$ cat config.mk
export PLATFORM = sky130hd
export DESIGN_NAME = rse_key_cmp
export DESIGN_NICKNAME = d
export VERILOG_FILES = /design/src/hw/rtl/rse_pkg.sv /design/src/hw/rtl/rse_key_cmp.sv
export SDC_FILE = /design/constraint.sdc
export NUM_CORES = 1
export LEC_CHECK = 0
export ABC_AREA = 1
export BUFFER_PORTS_ARGS = -buffer_cell sky130_fd_sc_hd__buf_2
export CAP_MARGIN = 5
export CORE_AREA = 2 2 124 126
export DETAILED_ROUTE_END_ITERATION = 10
export DIE_AREA = 0 0 126 128
export PLACE_DENSITY_LB_ADDON = 0.2
export SYNTH_ARGS = -nofsm -noshare
export SYNTH_HDL_FRONTEND = slang
export SYNTH_SLANG_ARGS = --single-unit
export TNS_END_PERCENT = 100
$ cat constraint.sdc
create_clock -name vclk -period 4
set_input_delay 1.2 -clock vclk [all_inputs]
set_output_delay 1.2 -clock vclk [all_outputs]
set_load 0.1 [all_outputs]
$ cat src/hw/rtl/rse_pkg.sv
// Package for the record store with exchange sort.
// Holds the table size, slot and tag types, command and result codes and the beat structs.
// Depends on nothing; every other file of the block imports it.
package rse_pkg;

    localparam int CAPACITY = 16;
    localparam int SLOT_W   = (CAPACITY > 1) ? $clog2(CAPACITY) : 1;
    localparam int FILL_W   = $clog2(CAPACITY + 1);
    localparam int TAG_W    = 4;

    typedef logic [SLOT_W-1:0] t_slot;
    typedef logic [FILL_W-1:0] t_fill;
    typedef logic [TAG_W-1:0]  t_tag;

    typedef enum logic [1:0] {
        OP_LOAD   = 2'd0,
        OP_SORT   = 2'd1,
        OP_SEARCH = 2'd2,
        OP_NONE   = 2'd3
    } t_op;

    typedef enum logic [2:0] {
        KIND_STORED = 3'd0,
        KIND_FULL   = 3'd1,
        KIND_SORTED = 3'd2,
        KIND_MATCH  = 3'd3,
        KIND_NONE   = 3'd4
    } t_kind;

    // The 20-byte name key, byte 0 in the top bits, so that one unsigned
    // compare of the packed key gives byte order.
    typedef struct packed {
        logic [63:0] key_first;
        logic [63:0] key_middle;
        logic [31:0] key_tail;
    } t_key;

    typedef struct packed {
        t_key               key;
        logic signed [31:0] vouchers;
        t_tag               tag;
    } t_rec;

    typedef struct packed {
        t_op                opcode;
        logic [63:0]        name_first;
        logic [63:0]        name_middle;
        logic [31:0]        name_final;
        logic signed [31:0] vouchers;
    } t_item;

    typedef struct packed {
        t_kind              kind;
        logic [63:0]        out_name_first;
        logic [63:0]        out_name_middle;
        logic [31:0]        out_name_final;
        logic signed [31:0] out_vouchers;
        t_tag               record_tag;
        logic               last;
    } t_result;

    // Control of the record memory, driven by the sequencer.
    typedef struct packed {
        logic  rd_en;
        t_slot rd_addr_a;
        t_slot rd_addr_b;
        logic  wr_en;
        t_slot wr_addr;
    } t_mem_ctl;

    // Tag of a slot: the slot number wrapped to the tag width.
    function automatic t_tag slot_tag(t_slot s);
        logic [SLOT_W+TAG_W-1:0] wide;
        wide = {{TAG_W{1'b0}}, s};
        return wide[TAG_W-1:0];
    endfunction

endpackage

$ cat src/hw/rtl/rse_key_cmp.sv
// Shared name key comparator of the record store, used by both sort and search.
// Gives unsigned byte-order greater-than and equality of two 20-byte keys.
// Depends on rse_pkg.
module rse_key_cmp
    import rse_pkg::*;
(
    input  t_key i_a,
    input  t_key i_b,
    output logic o_gt,
    output logic o_eq
);

    assign o_gt = (i_a > i_b);
    assign o_eq = (i_a == i_b);

endmodule

==> run summary <==
Synthesized area: 4410 sq um
DRC errors left: 0
Number of setup violations in the final report: 1
Total Nets Final: 1558
Worst-margin pin slew: 0.270 ns
Number of vias per cell after detailed routing: 4.30
Height of the die: 128 um
Slew margin rel.: 81.8%
Min setup slack post-route: -0.0667 ns
Floorplan die width: 126 um
# diodes: 0
Pwr Total: 671 uW
Count of routing violations after the opening detailed-route iteration: 75
Area taken by multi-input logic gates: 4220 sq um
Cell variety after synth: 22
Most frequent cells in the layout: buf_2, inv_1, nand2_1, ha_1, a21oi_1
Setup TNS: -0.0667 ns
Clock buffers: 0
# fillers: 1563
Area overhead of the layout relative to synthesis: 63.7%
Area enclosed by the die boundary: 16100 sq um
Number of hold buffers added after CTS: 0
Category of the worst setup path launch point: input port
Core box area: 14900 sq um
Routed len/inst: 11.4 um
Run status: finished with violations
Final critical delay including setup and external delays: 4.07 ns
Synthesized area divided by synthesized cell count: 6.03 sq um
I/O pin count: 322
Total via count in the routed design: 5441
Wire length of the first global-routing pass: 22400 um
Antenna Nets Post-Route: 0
Final Max Slew Viols: 0
Nets in the synthesized netlist: 1212
Global route overflow: 0
Final wirelength: 14400 um
Gate Count Post-Synth: 732
Path class of the lowest-slack min-delay path: input port to output port
Crit path from: i_a[138]
Top achievable clock speed: 0.246 GHz
Synth Warn #: 0
Gp weighted congestion: 0.836
Worst-case hold slack: 3.13 ns
Count of standard-cell rows: 45
Failing checks: setup timing
Ratio of cells with drive above 1 in the final layout: 41.9%
Maximum fanout encountered on the critical timing path: 3
Classification of the worst setup path: input port to output port
Largest vdd supply drop: 0.0498 mV
LEAKAGE: 0.00464 uW
Type of element capturing the critical path: output port
FF+latch area: 0 sq um
Initial core utilization: 29.7%
Drt first pass iters: 4
Number of global-route vias before repair: 5166
CP Data Arrival Time: 2.87 ns
Placed Instances: 1257
Final critical-path share of the clock period: 102%
Post-layout instance count excluding filler cells: 1264
Endpoint of the most critical setup path: o_gt
Most common library cell in the layout ignoring fill and taps: buf_2
Largest net degree at the start of global routing: 4
Number of max-capacitance violations reported: 0
Number of buffers inserted by port buffering: 322
RSZ-0062 raised after global routing: true
Global Route Usage Sum: 16.5%
Cell area power density: 92.9 nW/um^2
Number of hold-slack violations in the final timing report: 0
Worst path required time: 2.80 ns
Final HPWL DP: 13300 um
Antenna violations before repair: 0
Flip-flop and latch count: 0
Portion of the post-synthesis area used by sequential elements: 0%
[cell type report]
cell class / instances / share of cell area, %
multi-input combinational: 523 / 58.5
tap: 188 / 3.26
timing repair buffer: 344 / 27.0
inverter: 209 / 11.2
[critical path: stages]
cell     delay (ns)
buf_2          0.11
ha_1           0.29
nand2_2        0.06
nor2_2         0.11
nand3_2        0.10
nor2_4         0.13
nand2_4        0.07
nor2_4         0.11
nand2_4        0.07
nor2_2         0.10
nand2_1        0.05
nand2_1        0.06
inv_2          0.04
a21oi_4        0.16
buf_12         0.19
[how the worst min path moves through the flow]
stage,from,endpoint,depth (start not counted)
2_1_floorplan,i_b[0],o_eq,5
3_3_place_gp,i_a[96],o_eq,7
3_5_place_dp,i_a[96],o_eq,7
4_1_cts,i_a[96],o_eq,7
5_1_grt,i_a[96],o_eq,7
6_report,i_a[96],o_eq,7
[cells in the mapped netlist, types with 2 or more instances]
cell       n  share of area (%)
a21oi_1   64                7.3
nand3_1   11                1.2
ha_1     160                 45
inv_2      2               0.17
o21a_1     4               0.68
nor2_1    47                4.0
o21ai_0   12                1.4
nor3_1     5               0.57
nand2_2    3               0.43
inv_1    207                 18
nor2_2     4               0.57
a21o_1    10                1.7
nand4_1   11                1.6
nand2_1  184                 16
[cells by family (layout without fill, tap and decap cells)]
| kind of cell | count (synthesis) | after routing | share of synthesized area [%] |
|---|---|---|---|
| buffers and inverters | 209 | 553 | 17.8 |
| AO/OA/AOI/OAI | 93 | 93 | 11.5 |
| AND/OR/NAND/NOR | 270 | 270 | 25.4 |
| adder cells (fa/ha/maj) | 160 | 160 | 45.4 |
[layer usage]
metal / global-route usage, % / routed length (um)
met5: 0 / 0
met4: 1.81 / 199
met3: 2.50 / 1090
met2: 32.8 / 7350
met1: 18.9 / 5730
[power breakdown]
part	switching (uW)	leakage (uW)	internal, uW
Sequential	0	0	0
Combinational	322	0.00464	349
Clock	0	0	0
Total	322	0.00464	349
[metrics by stage]
stage	setup WS [ns]	util (%)	cell area, sq um
finish	-0.0667	48.6	7220
floorplan	-0.467	-	4590
global route	-0.235	48.6	7220
detailed placement	-0.209	44.2	6580
CTS	-0.109	45.3	6730
global placement	-0.185	44.2	6580
[repair_timing]
| action | in CTS | in global routing |
|---|---|---|
| pin swaps | 14 | 48 |
| gates resized for setup | 29 | 83 |
| setup buffers | 0 | 7 |
| setup endpoints to repair | 2 | 2 |
| cloned | 0 | 0 |
Note: power is estimated with default switching activity, not from simulation.
